===== config.mk =====
export PLATFORM = sky130hd
export DESIGN_NAME = elias_gamma_stream_decoder
export DESIGN_NICKNAME = d
export VERILOG_FILES = /design/src/sv/egsd_pkg.sv /design/src/sv/egsd_front.sv /design/src/sv/egsd_back.sv /design/src/sv/elias_gamma_stream_decoder.sv
export SDC_FILE = /design/constraint.sdc
export NUM_CORES = 1
export LEC_CHECK = 0
export ABC_AREA = 0
export BUFFER_PORTS_ARGS = -buffer_cell sky130_fd_sc_hd__buf_2
export CELL_PAD_IN_SITES_DETAIL_PLACEMENT = 1
export CELL_PAD_IN_SITES_GLOBAL_PLACEMENT = 1
export CORE_AREA = 2 2 187 189
export DETAILED_ROUTE_END_ITERATION = 6
export DIE_AREA = 0 0 189 191
export PLACE_DENSITY = 0.43
export SYNTH_ARGS = -nofsm -noshare
export SYNTH_HDL_FRONTEND = slang
export SYNTH_SLANG_ARGS = --single-unit

===== constraint.sdc =====
create_clock -name clk -period 12.1 [get_ports clk]
set_input_delay 2.42 -clock clk [delete_from_list [all_inputs] [get_ports clk]]
set_output_delay 2.42 -clock clk [all_outputs]
set_load 0.05 [all_outputs]

===== src/sv/egsd_pkg.sv =====
`timescale 1ns / 1ps
// ----------------------------------------------------------------------------
// egsd_pkg
// shared constants and types of the elias gamma stream decoder
// ----------------------------------------------------------------------------
package egsd_pkg;

  localparam int BYTE_BITS     = 8;
  localparam int BIT_CNT_W     = $clog2(BYTE_BITS + 1);
  localparam int OUT_BITS      = 32;
  localparam int CODE_BITS_DEF = 32;
  localparam int QUEUE_DEPTH   = 2;

  // one byte request as held in the queue
  typedef struct packed {
    logic [BYTE_BITS-1:0] data;
    logic                 restart;
  } egsd_req_t;

  // one finished result
  typedef struct packed {
    logic [OUT_BITS-1:0]        code;
    logic signed [OUT_BITS-1:0] sval;
    logic                       too_long;
    logic                       last;
  } egsd_res_t;

endpackage


===== src/sv/egsd_front.sv =====
`timescale 1ns / 1ps
// ----------------------------------------------------------------------------
// egsd_front
// accepts byte requests into a short queue ahead of the bit walker
// ----------------------------------------------------------------------------
module egsd_front import egsd_pkg::*; (
  input  logic                 clk,
  input  logic                 rst,
  input  logic                 in_valid,
  output logic                 in_stall,
  input  logic [BYTE_BITS-1:0] data_byte,
  input  logic                 restart,
  output logic                 q_valid,
  output egsd_req_t            q_req,
  input  logic                 q_pop
);

  localparam int PTR_W = (QUEUE_DEPTH > 1) ? $clog2(QUEUE_DEPTH) : 1;
  localparam int CNT_W = $clog2(QUEUE_DEPTH + 1);

  egsd_req_t        slots [QUEUE_DEPTH];
  logic [PTR_W-1:0] wr_ptr;
  logic [PTR_W-1:0] rd_ptr;
  logic [CNT_W-1:0] count;
  logic             push;
  logic             pop;

  assign in_stall = (count == CNT_W'(QUEUE_DEPTH));
  assign push     = in_valid && !in_stall;
  assign q_valid  = (count != '0);
  assign pop      = q_pop && q_valid;
  assign q_req    = slots[rd_ptr];

  always_ff @(posedge clk) begin
    if (push) begin
      slots[wr_ptr] <= '{data: data_byte, restart: restart};
    end
  end

  always_ff @(posedge clk) begin
    if (rst) begin
      wr_ptr <= '0;
      rd_ptr <= '0;
      count  <= '0;
    end else begin
      if (push) begin
        wr_ptr <= (wr_ptr == PTR_W'(QUEUE_DEPTH - 1)) ? '0 : wr_ptr + 1'b1;
      end
      if (pop) begin
        rd_ptr <= (rd_ptr == PTR_W'(QUEUE_DEPTH - 1)) ? '0 : rd_ptr + 1'b1;
      end
      case ({push, pop})
        2'b10:   count <= count + 1'b1;
        2'b01:   count <= count - 1'b1;
        default: count <= count;
      endcase
    end
  end

endmodule


===== src/sv/egsd_back.sv =====
`timescale 1ns / 1ps
// ----------------------------------------------------------------------------
// egsd_back
// walks one bit per cycle unless a full pending slot holds it, builds gamma codes and delivers results
// ----------------------------------------------------------------------------
module egsd_back import egsd_pkg::*; #(
  parameter int CODE_BITS = CODE_BITS_DEF
) (
  input  logic      clk,
  input  logic      rst,
  input  logic      q_valid,
  input  egsd_req_t q_req,
  output logic      q_pop,
  output logic      out_valid,
  input  logic      out_stall,
  output egsd_res_t out_res
);

  localparam int RUN_W = $clog2(CODE_BITS + 1);
  localparam int WIDE  = (CODE_BITS > OUT_BITS) ? CODE_BITS : OUT_BITS;

  // walker
  logic [BYTE_BITS-1:0] shreg;
  logic [BIT_CNT_W-1:0] bits_left;
  logic                 have_bit;
  logic                 last_bit;
  logic                 cur_bit;
  logic                 go;
  logic                 load;

  // code state
  logic [CODE_BITS-1:0] partial_code, partial_code_next;
  logic [RUN_W-1:0]     zero_run, zero_run_next;
  logic [RUN_W-1:0]     suffix_left, suffix_left_next;
  logic                 in_suffix, in_suffix_next;
  logic [RUN_W-1:0]     run_inc;
  logic [RUN_W-1:0]     suffix_dec;
  logic [CODE_BITS-1:0] code_shift;

  // result of this bit
  logic                 res;
  logic                 res_err;
  logic [CODE_BITS-1:0] res_code;
  logic [WIDE-1:0]      code_w;
  logic [WIDE-1:0]      half_w;
  logic [WIDE-1:0]      sval_w;

  // pending result and output register
  egsd_res_t pend;
  logic      pend_valid;
  logic      pend_done;
  logic      o_free;
  logic      mv;

  assign have_bit   = (bits_left != '0);
  assign last_bit   = (bits_left == BIT_CNT_W'(1));
  assign cur_bit    = shreg[BYTE_BITS-1];
  assign run_inc    = zero_run + 1'b1;
  assign suffix_dec = suffix_left - 1'b1;
  assign code_shift = {partial_code[CODE_BITS-2:0], cur_bit};

  always_comb begin
    partial_code_next = partial_code;
    zero_run_next     = zero_run;
    suffix_left_next  = suffix_left;
    in_suffix_next    = in_suffix;
    res               = 1'b0;
    res_err           = 1'b0;
    res_code          = '0;
    if (!in_suffix) begin
      if (!cur_bit) begin
        zero_run_next = run_inc;
        if (run_inc >= RUN_W'(CODE_BITS)) begin
          res               = 1'b1;
          res_err           = 1'b1;
          partial_code_next = '0;
          zero_run_next     = '0;
          suffix_left_next  = '0;
        end
      end else if (zero_run == '0) begin
        // single-bit code
        res               = 1'b1;
        res_code          = CODE_BITS'(1);
        partial_code_next = '0;
      end else begin
        partial_code_next = CODE_BITS'(1);
        in_suffix_next    = 1'b1;
        suffix_left_next  = zero_run;
      end
    end else begin
      partial_code_next = code_shift;
      suffix_left_next  = suffix_dec;
      if (suffix_dec == '0) begin
        res               = 1'b1;
        res_code          = code_shift;
        partial_code_next = '0;
        zero_run_next     = '0;
        in_suffix_next    = 1'b0;
      end
    end
  end

  // unmapped value, taken modulo the output width
  assign code_w = WIDE'(res_code);
  assign half_w = code_w >> 1;
  assign sval_w = code_w[0] ? half_w : (~half_w + 1'b1);

  assign o_free = !out_valid || !out_stall;
  assign mv     = pend_valid && o_free && (pend_done || (have_bit && res));
  assign go     = have_bit && (!res || !pend_valid || mv);
  assign load   = q_valid && (!have_bit || (go && last_bit));
  assign q_pop  = load;

  always_ff @(posedge clk) begin
    if (load) begin
      shreg <= q_req.data;
    end else if (go) begin
      shreg <= {shreg[BYTE_BITS-2:0], 1'b0};
    end
    if (go && res) begin
      pend.code     <= code_w[OUT_BITS-1:0];
      pend.sval     <= sval_w[OUT_BITS-1:0];
      pend.too_long <= res_err;
      pend.last     <= 1'b0;
    end
    if (mv) begin
      out_res <= '{code: pend.code, sval: pend.sval, too_long: pend.too_long,
                   last: pend_done};
    end
  end

  always_ff @(posedge clk) begin
    if (rst) begin
      bits_left    <= '0;
      partial_code <= '0;
      zero_run     <= '0;
      suffix_left  <= '0;
      in_suffix    <= 1'b0;
      pend_valid   <= 1'b0;
      pend_done    <= 1'b0;
      out_valid    <= 1'b0;
    end else begin
      if (load) begin
        bits_left <= BIT_CNT_W'(BYTE_BITS);
      end else if (go) begin
        bits_left <= bits_left - 1'b1;
      end

      // restart clears after the last bit of the previous byte
      if (load && q_req.restart) begin
        partial_code <= '0;
        zero_run     <= '0;
        suffix_left  <= '0;
        in_suffix    <= 1'b0;
      end else if (go) begin
        partial_code <= partial_code_next;
        zero_run     <= zero_run_next;
        suffix_left  <= suffix_left_next;
        in_suffix    <= in_suffix_next;
      end

      // pending slot: a result waits until the next one or the byte end
      if (go && res) begin
        pend_valid <= 1'b1;
        pend_done  <= last_bit;
      end else begin
        if (mv) begin
          pend_valid <= 1'b0;
        end
        if (go && last_bit) begin
          pend_done <= 1'b1;
        end
      end

      if (mv) begin
        out_valid <= 1'b1;
      end else if (!out_stall) begin
        out_valid <= 1'b0;
      end
    end
  end

endmodule


===== src/sv/elias_gamma_stream_decoder.sv =====
`timescale 1ns / 1ps
// ----------------------------------------------------------------------------
// elias_gamma_stream_decoder
// decodes elias gamma code words from a byte stream, msb first
// ----------------------------------------------------------------------------
//  channel  | direction | handshake            | payload
//  ---------+-----------+----------------------+-------------------------------
//  in       | request   | in_valid / in_stall  | data_byte, restart
//  out      | result    | out_valid / out_stall| code_value, signed_value,
//           |           |                      | too_long, last_of_byte
//
//  the bit walker takes each byte one bit per cycle unless a full pending
//  slot holds it; a byte request moves through a two-entry queue, so the
//  next byte loads as the last bit of the previous one is walked. a result
//  leaves at most one per cycle, after it waits in a pending slot until
//  the end of the byte or the next result fixes last_of_byte.
//  rst is synchronous and active high; it empties the queue and clears the
//  code state. out_stall holds the output register and, once the pending
//  slot is full, the walker; in_stall rises only while the queue is full.
// ----------------------------------------------------------------------------
module elias_gamma_stream_decoder import egsd_pkg::*; #(
  parameter int CODE_BITS = CODE_BITS_DEF
) (
  input  logic                       clk,
  input  logic                       rst,
  // byte requests
  input  logic                       in_valid,
  output logic                       in_stall,
  input  logic [BYTE_BITS-1:0]       data_byte,
  input  logic                       restart,
  // decoded results
  output logic                       out_valid,
  input  logic                       out_stall,
  output logic [OUT_BITS-1:0]        code_value,
  output logic signed [OUT_BITS-1:0] signed_value,
  output logic                       too_long,
  output logic                       last_of_byte
);

  // queue to walker
  logic      q_valid;
  egsd_req_t q_req;
  logic      q_pop;

  egsd_res_t out_res;

  // front: takes byte requests into the queue
  egsd_front u_front (
    .clk       (clk),
    .rst       (rst),
    .in_valid  (in_valid),
    .in_stall  (in_stall),
    .data_byte (data_byte),
    .restart   (restart),
    .q_valid   (q_valid),
    .q_req     (q_req),
    .q_pop     (q_pop)
  );

  // back: bit walker, pending slot and output register
  egsd_back #(
    .CODE_BITS (CODE_BITS)
  ) u_back (
    .clk       (clk),
    .rst       (rst),
    .q_valid   (q_valid),
    .q_req     (q_req),
    .q_pop     (q_pop),
    .out_valid (out_valid),
    .out_stall (out_stall),
    .out_res   (out_res)
  );

  assign code_value   = out_res.code;
  assign signed_value = out_res.sval;
  assign too_long     = out_res.too_long;
  assign last_of_byte = out_res.last;

endmodule

Word level (Yosys, flattened, before mapping). Memories as Yosys holds them, arrays and structs flattened. A register that Yosys moved wholly into a read port is not among the register bits. Index checks and enable logic that the tools add are counted.

Register bits: 194. ROM bits: 0. Output and inout bits: 68. Memories kept: 1. Bits in latches: 0. Bits of input ports: 13. Bits in writable memories: 18. Logic and storage cells: 120.

Divide/modulo/power cells: 0. Shifts and indexed selects: 0. Mux-type cells: 44. Multiply operators: 0. Add/sub/neg operators: 8. Bitwise logic cells: 1. Reduce and logical (&&, ||, !) cells: 36. Eq/ne operators: 8. $lt $le $gt $ge: 1.

Memory list: u_front.slots (depth 2, width 9, read ports 1, clocked after memory_dff 1, wr ports 1, RTL line egsd_front.sv:21) `egsd_req_t slots [QUEUE_DEPTH];`.

Operators with widths (count): $mux W31 (5); $mux W32 (3); $mux W6 (8); $add A32 B1 Y32 const B (1); $not A31 Y32 (1); $mux W1 (23); $mux W8 (2); $logic_not A6 Y1 (2); $logic_and A1 B1 Y1 (10); $reduce_bool A2 Y1 (5); $mux W4 (2); $add A6 B1 Y6 const B (1); $ge A6 B6 Y1 const B (1); $logic_not A1 Y1 (6); $reduce_and A3 Y1 (2); $reduce_or A2 Y1 (3); $sub A6 B1 Y6 const B (1); $logic_or A1 B1 Y1 (5); $eq A2 B2 Y1 const B (2); $eq A4 B1 Y1 const B (1); $ne A2 B2 Y1 const B (2); $pmux W2 S2 (1); $reduce_bool A4 Y1 (1); $sub A4 B1 Y4 const B (1); 8 further kinds (9).

Depth between registers and ports, before layout. Gate-level depths: netlist of run 1.

Depth in word-level cells: 16. Mapped depth: 13. Gate-level depth less buffers: 11.

By module. From an unflattened synthesis of run 1, not the netlist that was laid out.

Cells, all modules: 660. Area total of the unflattened synthesis: 8518.2 µm².

Modules (own cells, without submodules): egsd_back (area each 7644.8 µm², cells each 606, times used 1, sequential area each 5134.9 µm²); egsd_front (area each 873.3 µm², cells each 54, times used 1, sequential area each 640.6 µm²).

Least setup slack after synthesis of run 1. No wires, ideal clock.

Path kind: input to register. Start point: input port out_stall. End point: register u_back.out_res[0] (netlist name). Data arrival time: 5599 ps. Setup time: 509 ps. Path buffers: 0. Cell stages on the path: 1. Data required time: 11591 ps. Slack: 5992 ps. Path through: a21oi_1.

Cells in the longest elaborated chain, start to end: 4.

Ends and longest elaborated chain: from (decl) (RTL line elias_gamma_stream_decoder.sv:33) `input logic out_stall,`; $logic_not A1 Y1 (RTL line egsd_back.sv:108) `assign o_free = !out_valid || !out_stall;`; $logic_or A1 B1 Y1 (RTL line egsd_back.sv:108); $logic_and A1 B1 Y1 (2 in a row) (RTL line egsd_back.sv:109) `assign mv = pend_valid && o_free && (pend_done || (have_bit && res));`.

No other way between the ends. A chain may end at the register's enable or synchronous reset.

Worst setup path after layout of run 1.
Start point: input port out_stall. End point: register u_front.count[1].

Cells in the longest elaborated chain, start to end: 12. Elaborated cells between the ends (all ways): 14. Those cells by class: eq/ne: 2; mux: 1; reduce/logical: 11.

Ends and longest elaborated chain: $logic_not A1 Y1 (*) (RTL line egsd_back.sv:108); $logic_or A1 B1 Y1 (*) (RTL line egsd_back.sv:108); $logic_and A1 B1 Y1 (*) (2 in a row) (RTL line egsd_back.sv:109); $logic_or A1 B1 Y1 (*) (RTL line egsd_back.sv:110) `assign go = have_bit && (!res || !pend_valid || mv);`; $logic_and A1 B1 Y1 (*) (RTL line egsd_back.sv:110); $logic_and A1 B1 Y1 (*) (RTL line egsd_back.sv:111) `assign load = q_valid && (!have_bit || (go && last_bit));`; $logic_or A1 B1 Y1 (*) (RTL line egsd_back.sv:111); $logic_and A1 B1 Y1 (*) (RTL line egsd_back.sv:111); $logic_and A1 B1 Y1 (*) (RTL line egsd_front.sv:31) `assign pop = q_pop && q_valid;`; named net u_front.pop (RTL line egsd_front.sv:26) `logic pop;`; $eq A2 B1 Y1 / $eq A2 B2 Y1 (equally long branches) (RTL line egsd_front.sv:52) `case ({push, pop})`; $pmux W2 S2 / $reduce_bool A2 Y1 (equally long branches); to (signal assigned) (RTL line egsd_front.sv:53) `2'b10: count <= count + 1'b1;`; to (signal assigned) (RTL line egsd_front.sv:54) `2'b01: count <= count - 1'b1;`; to (signal assigned) (RTL line egsd_front.sv:55) `default: count <= count;`; to (decl) (RTL line egsd_front.sv:24) `logic [CNT_W-1:0] count;`.

Mark *: on every way through the listed nets, which the timed path passes. The rest lies on a longest branch.

==> run metrics, run 1 <==
status complete, no violations; share of total power in sequential cells 0.450; clock-pin slew reported for the worst setup and hold paths after clock tree synthesis roughly 0.060 ns; EDFF count, synth between 150 and 200; number of global-route vias before repair ~5600; synthesized instance count around 640; Post-CTS Resized 0; layout cell share with drive strength beyond 1 0.191; count of distinct cell types in the synthesized netlist 62; routed length per placed instance about 16 um; number of max-capacitance violations reported 0; CP Data Arrival Time 4.95 ns; n_diodes 0; CTS tree yes; time the final worst path needs with I/O delays and setup 4.51 ns; CP Launch Type input pin; Power Density 255 nW/um^2; Final setup viols 0; switching power share of the total 0.342; dominant cells by area after synthesis sky130_fd_sc_hd__edfxtp_1 (55%), sky130_fd_sc_hd__dfxtp_1 (13%), sky130_fd_sc_hd__nor2_1 (3.8%); num rows 68; die footprint 36100 um^2; vias post-DR around 5300; setup tns final 0 ns; Synth Register Bits between 200 and 250; Iteration-0 DRC Markers 220; setup clock skew after layout slightly below 0.01 ns; share of the synthesized area in the top cell type 0.553; remaining antenna violation count after routing 0; crit path kind in2reg; maximum number of pins on one net before global-route repair 65; Die Span X 189 um; category of the worst setup path capture point flop; CP Data Required Time 12.55 ns; maximum VDD drop 0.000115 V; clock latency of the later-clocked register in the worst-skew pair roughly 0.5 ns; Fmax 0.222 GHz; switching component of the power a little under 900 uW; worst slew pin tran slightly above 1 ns; GRT Resource Usage Total 0.105; mean post-synth cell area approximately 13 um^2; post-synthesis async set-or-reset flop share 0; placeable core region around 34000 um^2; number of buffers created by CTS 25; Port Buffers 80; Pre-antenna DRT Iters 4; Remaining DRCs 0; Synth warnings 0; signed area change from the synthesized netlist to the final layout 20.5%; post-route clock period utilization 0.372; cell-internal power 1.70 mW; unrepaired setup endpoints after global routing false; number of H-tree levels 1; clock sink count roughly 210; global-route wire length before repair just over 30000 um; primary flip-flop cell chosen by synthesis mapping sky130_fd_sc_hd__edfxtp_1; number of max-slew violations in the final report 0; worst hold slack after final layout around 0.42 ns; Starting Density 0.247; Vias/cell approximately 4.4; Gate power share 0.257; path class of the lowest-slack min-delay path reg2reg; post-synthesis cell area roughly 8400 um^2; count of pins on the block boundary slightly above 80; count of final hold-check violations 0; hold buffer count at CTS 0; initial antenna violation count 0; Layout Nets around 750; buffer levels on the longest clock path 3; Worst Path Max Fanout 17; library cell used as clock root buffer sky130_fd_sc_hd__clkbuf_16; Syn Nets 666; Post CTS Setup Buffer Count 0; cell leakage power around 3.7 nW; routability-driven placement congestion ratio just over 0.7; sequential share of the synthesized area 0.686; cell type with the highest aggregate area in the netlist sky130_fd_sc_hd__edfxtp_1; height of the die between 150 and 200 um; routed wire length 19100 um; Relative slew margins 0.323; detailed placer's ending HPWL around 12000 um; total congestion overflow after global routing 0; share of power burned in the clock network 0.293
==> final timing paths <==
check                         from                  to  slack [ns]  depth (start not counted)
max                      out_stall    u_front.count[1]        7.59                          8
min                u_back.pend[40]  u_back.out_res[40]        0.42                          0
max reg2reg  u_back.suffix_left[0]    u_front.count[1]        8.58                         10
min reg2reg        u_back.pend[40]  u_back.out_res[40]        0.42                          0
==> power groups by stage <==
stage               clock network [mW]  logic [mW]  registers (mW)
floorplan                            0       0.357            1.30
global placement                     0       0.662            1.17
detailed placement                   0       0.678            1.18
CTS                              0.791       0.680            1.17
global route                     0.818       0.728            1.19
finish                           0.759       0.665            1.16
==> registers in the layout, indices dropped and copies added (netlist names), named ones only <==
name	cells
u_back.bits_left	4
u_back.in_suffix	1
u_back.out_res	65
u_back.out_valid	1
u_back.partial_code	31
u_back.pend	64
u_back.pend_done	1
u_back.pend_valid	1
u_back.shreg	8
u_back.suffix_left	6
u_back.zero_run	6
u_front.count	2
u_front.rd_ptr	1
u_front.slots	18
u_front.wr_ptr	1
==> logic make-up (layout without fill, tap and decap cells) <==
kind of cell,Yosys count,after routing,synth area share
AOI/OAI and AO/OA,117,117,0.0952
xor gates and xnor gates,33,33,0.0343
adders and majority gates,9,9,0.0134
buffers and inverters,48,152,0.0266
DFF,211,211,0.686
muxes,19,19,0.0227
and+or+nand+nor,207,207,0.122
==> synth_stat cells (3+ instances only) <==
cell / instances
sky130_fd_sc_hd__inv_1: 17
sky130_fd_sc_hd__nor3b_1: 4
sky130_fd_sc_hd__a21oi_1: 28
sky130_fd_sc_hd__clkbuf_1: 20
sky130_fd_sc_hd__xnor2_1: 20
sky130_fd_sc_hd__a21o_1: 3
sky130_fd_sc_hd__nand3b_1: 3
sky130_fd_sc_hd__o41ai_1: 3
sky130_fd_sc_hd__nor3_1: 11
sky130_fd_sc_hd__a31oi_1: 6
sky130_fd_sc_hd__o31ai_1: 3
sky130_fd_sc_hd__nand2b_1: 5
sky130_fd_sc_hd__and2_1: 5
sky130_fd_sc_hd__mux2i_1: 18
sky130_fd_sc_hd__edfxtp_1: 155
sky130_fd_sc_hd__a22oi_1: 30
sky130_fd_sc_hd__dfxtp_1: 56
sky130_fd_sc_hd__nor2_1: 86
sky130_fd_sc_hd__o21ai_0: 21
sky130_fd_sc_hd__nand4_1: 3
sky130_fd_sc_hd__nand3_1: 12
sky130_fd_sc_hd__nand2_1: 30
sky130_fd_sc_hd__nor4_1: 3
sky130_fd_sc_hd__or2_2: 3
sky130_fd_sc_hd__ha_1: 9
sky130_fd_sc_hd__xor2_1: 13
sky130_fd_sc_hd__or3_1: 3
sky130_fd_sc_hd__and3_1: 27
sky130_fd_sc_hd__buf_6: 5
==> area by class of cell <==
class	count	area [um^2]
repair buffers	88	460
multi-input cells	385	2450
inverters	18	67.6
clock buffers	32	652
well taps	455	569
fillers	3677	24000
clock inverters	14	176
flip-flops and latches	211	5780
==> metal layers <==
layer	vias up	share of wire	GRT usage
li1	2558	-	-
met1	2586	0.45	0.134
met2	104	0.47	0.182
met3	29	0.055	0.0209
met4	0	0.020	0.0288
met5	-	0	0
==> cells in the final DEF (no fill, tap or decap), types with 4 or more instances in the layout <==
cell                        netlist  final
sky130_fd_sc_hd__a31oi_1          6      6
sky130_fd_sc_hd__nor3_1          11     10
sky130_fd_sc_hd__nor2_1          86     85
sky130_fd_sc_hd__a21oi_1         28     27
sky130_fd_sc_hd__clkbuf_16        0     25
sky130_fd_sc_hd__nand2b_1         5      5
sky130_fd_sc_hd__nand2_1         30     30
sky130_fd_sc_hd__buf_2            2     80
sky130_fd_sc_hd__xor2_1          13     13
sky130_fd_sc_hd__clkinv_1         1      6
sky130_fd_sc_hd__and2_1           5      5
sky130_fd_sc_hd__mux2i_1         18     18
sky130_fd_sc_hd__nor3b_1          4      4
sky130_fd_sc_hd__edfxtp_1       155    155
sky130_fd_sc_hd__dfxtp_1         56     56
sky130_fd_sc_hd__o21ai_0         21     21
sky130_fd_sc_hd__clkbuf_1        20      7
sky130_fd_sc_hd__xnor2_1         20     20
sky130_fd_sc_hd__ha_1             9      9
sky130_fd_sc_hd__bufinv_16        0      4
sky130_fd_sc_hd__inv_1           17     17
sky130_fd_sc_hd__nand3_1         12     12
sky130_fd_sc_hd__a22oi_1         30     30
sky130_fd_sc_hd__and3_1          27     27
sky130_fd_sc_hd__buf_4            1      8
==> critical path, stage by stage <==
cell and delay (ns):
sky130_fd_sc_hd__buf_2 0.15, sky130_fd_sc_hd__and3_1 0.38, sky130_fd_sc_hd__nand4_1 0.19, sky130_fd_sc_hd__o21ai_1 0.82, sky130_fd_sc_hd__inv_1 0.11, sky130_fd_sc_hd__ha_1 0.36
sky130_fd_sc_hd__or3_1 0.38, sky130_fd_sc_hd__a21oi_1 0.14
==> stage by stage <==
step	setup WS, ns	std cells	utilization	area [um^2]	total power [mW]
after global routing	7.36	1203	0.297	10100	2.73
final	7.59	1203	0.297	10100	2.59
after CTS	7.55	1203	0.297	10100	2.64
after global placement	7.13	1157	0.273	9320	1.84
after detailed placement	7.00	1157	0.273	9320	1.86
after floorplan	5.99	644	-	8420	1.66
Note: power is estimated with default switching activity, not from simulation.
==> inputs of run 2 (changes only) <==
Settings changed: ABC_AREA 0 to 1, CORE_AREA 2 2 187 189 to 2 2 192 194, DIE_AREA 0 0 189 191 to 0 0 194 196, PLACE_DENSITY 0.43 to 0.46.
Clock period 12.1 ns to 3.7 ns, I/O delays scaled along.
==> run metrics, run 2 <==
routed length per placed instance 14.6 um (was 15.9 um); Fmax ~0.32 GHz; buffer levels on the longest clock path 3 (unchanged); Final setup viols 0 (unchanged); primary flip-flop cell chosen by synthesis mapping sky130_fd_sc_hd__edfxtp_1 (unchanged); unrepaired setup endpoints after global routing false (unchanged); number of global-route vias before repair 6295 (was 5581); Critical Path, Cell by Cell inv_2, ha_1, xnor2_1, nand2_1, inv_1, nand2_1, nor2_2, nand3_1, nand2_2, inv_2, nand2_2, nand3_2, nor3_2, nand2_1, xor2_1 (was buf_2, and3_1, nand4_1, o21ai_1, inv_1, ha_1, or3_1, a21oi_1); time the final worst path needs with I/O delays and setup 3.10 ns; Remaining DRCs 0 (unchanged); setup tns final 0 ns (unchanged); mean post-synth cell area 10.2 um^2 (was 13.1 um^2); Post-CTS Resized 0 (unchanged); maximum number of pins on one net before global-route repair 65 (unchanged); Critical Path Max Stage Delay 0.35 ns (was 0.82 ns); Synth Register Bits 211 (unchanged); Worst Path Max Fanout 15 (was 17); Relative slew margins 0.333 (was 0.323); setup clock skew after layout 0.0304 ns (was 0.00968 ns); switching power share of the total 0.364 (was 0.342); register bank with the most flops u_back.out_res (unchanged); total congestion overflow after global routing 0 (unchanged); Synth warnings 0 (unchanged); Vias/cell 4.17 (was 4.39); sequential share of the synthesized area 0.649 (was 0.686); worst hold stages 1 (was 0); Power Density 837 nW/um^2 (was 255 nW/um^2); area taken by multi-input logic gates 2590 um^2 (was 2450 um^2); Pre-antenna DRT Iters 4 (unchanged); Gate power share 0.294 (was 0.257); routed wire length 21300 um (was 19100 um); num rows 70 (was 68); GRT Resource Usage Total 0.113 (was 0.105); Die Span X 194 um (was 189 um); CP Data Required Time 3.96 ns (was 12.55 ns); cell type with the highest aggregate area in the netlist sky130_fd_sc_hd__edfxtp_1 (unchanged); # placed instances 1414 (was 1157); number of max-slew violations in the final report 0 (unchanged); Port Buffers 80 (unchanged); internal reg-to-reg setup slack 0.60 ns (was 8.58 ns); CP Launch Type flop (was input pin); end point of the worst hold path u_front.slots[1][2] (was u_back.out_res[40]); count of final hold-check violations 0 (unchanged); share of power burned in the clock network 0.272 (was 0.293); share of the synthesized area in the top cell type 0.523 (was 0.553); Regs by FF count u_back.out_res x65, u_back.pend x64, u_back.partial_code x31 (unchanged); sequential cell area in the final layout 5780 um^2 (unchanged); cell family with the largest share of critical-path delay simple AND/OR/NAND/NOR gates (was compound AO/OA/AOI/OAI gates); Post CTS Setup Buffer Count 0 (unchanged); status complete, no violations (unchanged); remaining antenna violation count after routing 0 (unchanged); library cell used as clock root buffer sky130_fd_sc_hd__clkbuf_16 (unchanged); worst reg2reg endpoint u_back.pend[23] (was u_front.count[1]); vias post-DR 6095 (was 5277); number of buffers created by CTS 25 (unchanged); switching component of the power 3.25 mW (was 884 uW); global-route wire length before repair 34700 um (was 30700 um); maximum VDD drop 0.000471 V (was 0.000115 V); CTS tree yes (unchanged); dominant cells by area after synthesis sky130_fd_sc_hd__edfxtp_1 (52%), sky130_fd_sc_hd__dfxtp_1 (13%), sky130_fd_sc_hd__nand2_1 (9.3%) (was sky130_fd_sc_hd__edfxtp_1 (55%), sky130_fd_sc_hd__dfxtp_1 (13%), sky130_fd_sc_hd__nor2_1 (3.8%)); worst-path cell with the longest stage delay sky130_fd_sc_hd__dfxtp_1 (was sky130_fd_sc_hd__o21ai_1); Crit path buffers/inverters 3 (was 2); most frequent cell on the critical path sky130_fd_sc_hd__nand2_1; non-filler instance count after layout 1460 (was 1203); placeable core region 36100 um^2 (was 34100 um^2); Layout Nets 995 (was 751); count of distinct cell types in the synthesized netlist 39 (was 62); layout cell share with drive strength beyond 1 0.161 (was 0.191); EDFF count, synth 155 (unchanged); number of max-capacitance violations reported 0 (unchanged); path class of the lowest-slack min-delay path in2reg (was reg2reg); routability-driven placement congestion ratio 0.698 (was 0.727); most common library cells after synthesis sky130_fd_sc_hd__nand2_1 (220), sky130_fd_sc_hd__edfxtp_1 (155), sky130_fd_sc_hd__nor2_1 (110) (was sky130_fd_sc_hd__edfxtp_1 (155), sky130_fd_sc_hd__nor2_1 (86), sky130_fd_sc_hd__dfxtp_1 (56)); most frequent cells in the layout sky130_fd_sc_hd__nand2_1 (220), sky130_fd_sc_hd__edfxtp_1 (155), sky130_fd_sc_hd__nor2_1 (110) (was sky130_fd_sc_hd__edfxtp_1 (155), sky130_fd_sc_hd__nor2_1 (85), sky130_fd_sc_hd__buf_2 (80)); post-route clock period utilization 0.839; hold buffer count at CTS 0 (unchanged); Syn Nets 898 (was 666); clock latency of the later-clocked register in the worst-skew pair 0.54 ns (was 0.51 ns); worst slew pin tran 0.988 ns (was 1.01 ns); worst r2r src u_back.suffix_left[0] (unchanged); depth of the worst register-to-register path 15 (was 10); post-synthesis cell area 8900 um^2 (was 8420 um^2); Hold Path Origin data_byte[1] (was u_back.pend[40]); detailed placer's ending HPWL 15000 um (was 12400 um); cell leakage power 4.41 nW (was 3.67 nW); cell-internal power 5.68 mW (was 1.70 mW); number of H-tree levels 1 (unchanged); most frequently used cell type in the post-synthesis netlist sky130_fd_sc_hd__nand2_1 (was sky130_fd_sc_hd__edfxtp_1); Fill cells 4133 (was 3677); n_diodes 0 (unchanged); count of pins on the block boundary 81 (unchanged); most common cell after layout, fill and taps aside sky130_fd_sc_hd__nand2_1 (was sky130_fd_sc_hd__edfxtp_1); Starting Density 0.247 (about the same); height of the die 196 um (was 191 um); share of total power in sequential cells 0.434 (was 0.450); initial antenna violation count 0 (unchanged); die footprint 38000 um^2 (was 36100 um^2); Largest register FFs 65 (unchanged); crit path kind reg2reg (was in2reg); synthesized instance count 876 (was 644); category of the worst setup path capture point flop (unchanged); post-synthesis async set-or-reset flop share 0 (unchanged); signed area change from the synthesized netlist to the final layout 19.8% (was 20.5%); Iteration-0 DRC Markers 259 (was 220); clock-pin slew reported for the worst setup and hold paths after clock tree synthesis 0.06 ns (about the same); clock sink count 211 (unchanged); CP Data Arrival Time 3.36 ns (was 4.95 ns)
[run 2: cell types whose count changed in the layout (fill, tap and decap cells not counted), sizes merged, moves of 26 or more]
cell / previous run / this run
nand2: 31 / 229
inv: 19 / 95
o21ai: 23 / 72
a22oi: 30 / 0
nand3: 12 / 39
nor2: 88 / 115
and3: 27 / 1
[run 2: worst max-delay path by stage]
stage	startpoint	end	slack, ns	cells after the start
global route	u_back.suffix_left[0]	u_back.pend[23]	0.23	15
floorplan	u_back.suffix_left[0]	u_back.pend[10]	0.24	15
global placement	u_back.suffix_left[0]	u_back.pend[23]	0.61	15
finish	u_back.suffix_left[0]	u_back.pend[23]	0.60	15
CTS	u_back.suffix_left[0]	u_back.pend[23]	0.50	15
detailed placement	u_back.suffix_left[0]	u_back.pend[23]	0.54	15
[run 2: kinds of logic (layout without fill, tap and decap cells)]
logic type	Yosys count	after routing	synth area share
AOI/OAI and AO/OA	103	103	0.0634
xor gates and xnor gates	24	24	0.0236
DFF	211	211	0.649
and+or+nand+nor	407	407	0.190
buffers and inverters	121	237	0.0601
adders and majority gates	9	9	0.0126
muxes	1	1	0.00112
[run 2: power by group through the flow]
stage,combinational [mW],clock [mW],sequential (mW)
CTS,2.71,2.54,3.90
finish,2.62,2.43,3.88
detailed placement,2.70,0,3.95
global route,2.97,2.61,3.97
global placement,2.67,0,3.94
floorplan,1.50,0,4.34
[run 2: metrics by stage]
step                      total power, mW  cell area (um^2)   util  setup slack [ns]  hold WS, ns
final                                8.93             10700  0.296             0.597        0.408
after global routing                 9.55             10700  0.296             0.231        0.392
after CTS                            9.15             10700  0.296             0.501        0.378
after detailed placement             6.65              9850  0.273             0.545        0.406
after global placement               6.61              9850  0.273             0.607        0.401
after floorplan                      5.84              8900      -             0.237        0.400
[run 2: area by class of cell]
type | count | area share
Sequential cell | 211 | 0.541
Multi-Input combinational cell | 544 | 0.243
Clock buffer | 28 | 0.0597
Tap cell | 468 | 0.0549
Timing Repair Buffer | 95 | 0.0504
Inverter | 96 | 0.0338
Clock inverter | 18 | 0.0168
[run 2: layer usage]
layer,GRT usage,share of wire,vias to the layer above
met5,0,0,-
met3,0.0206,0.036,30
met2,0.185,0.45,84
met1,0.151,0.49,2883
met4,0.0396,0.026,0
li1,-,-,3098
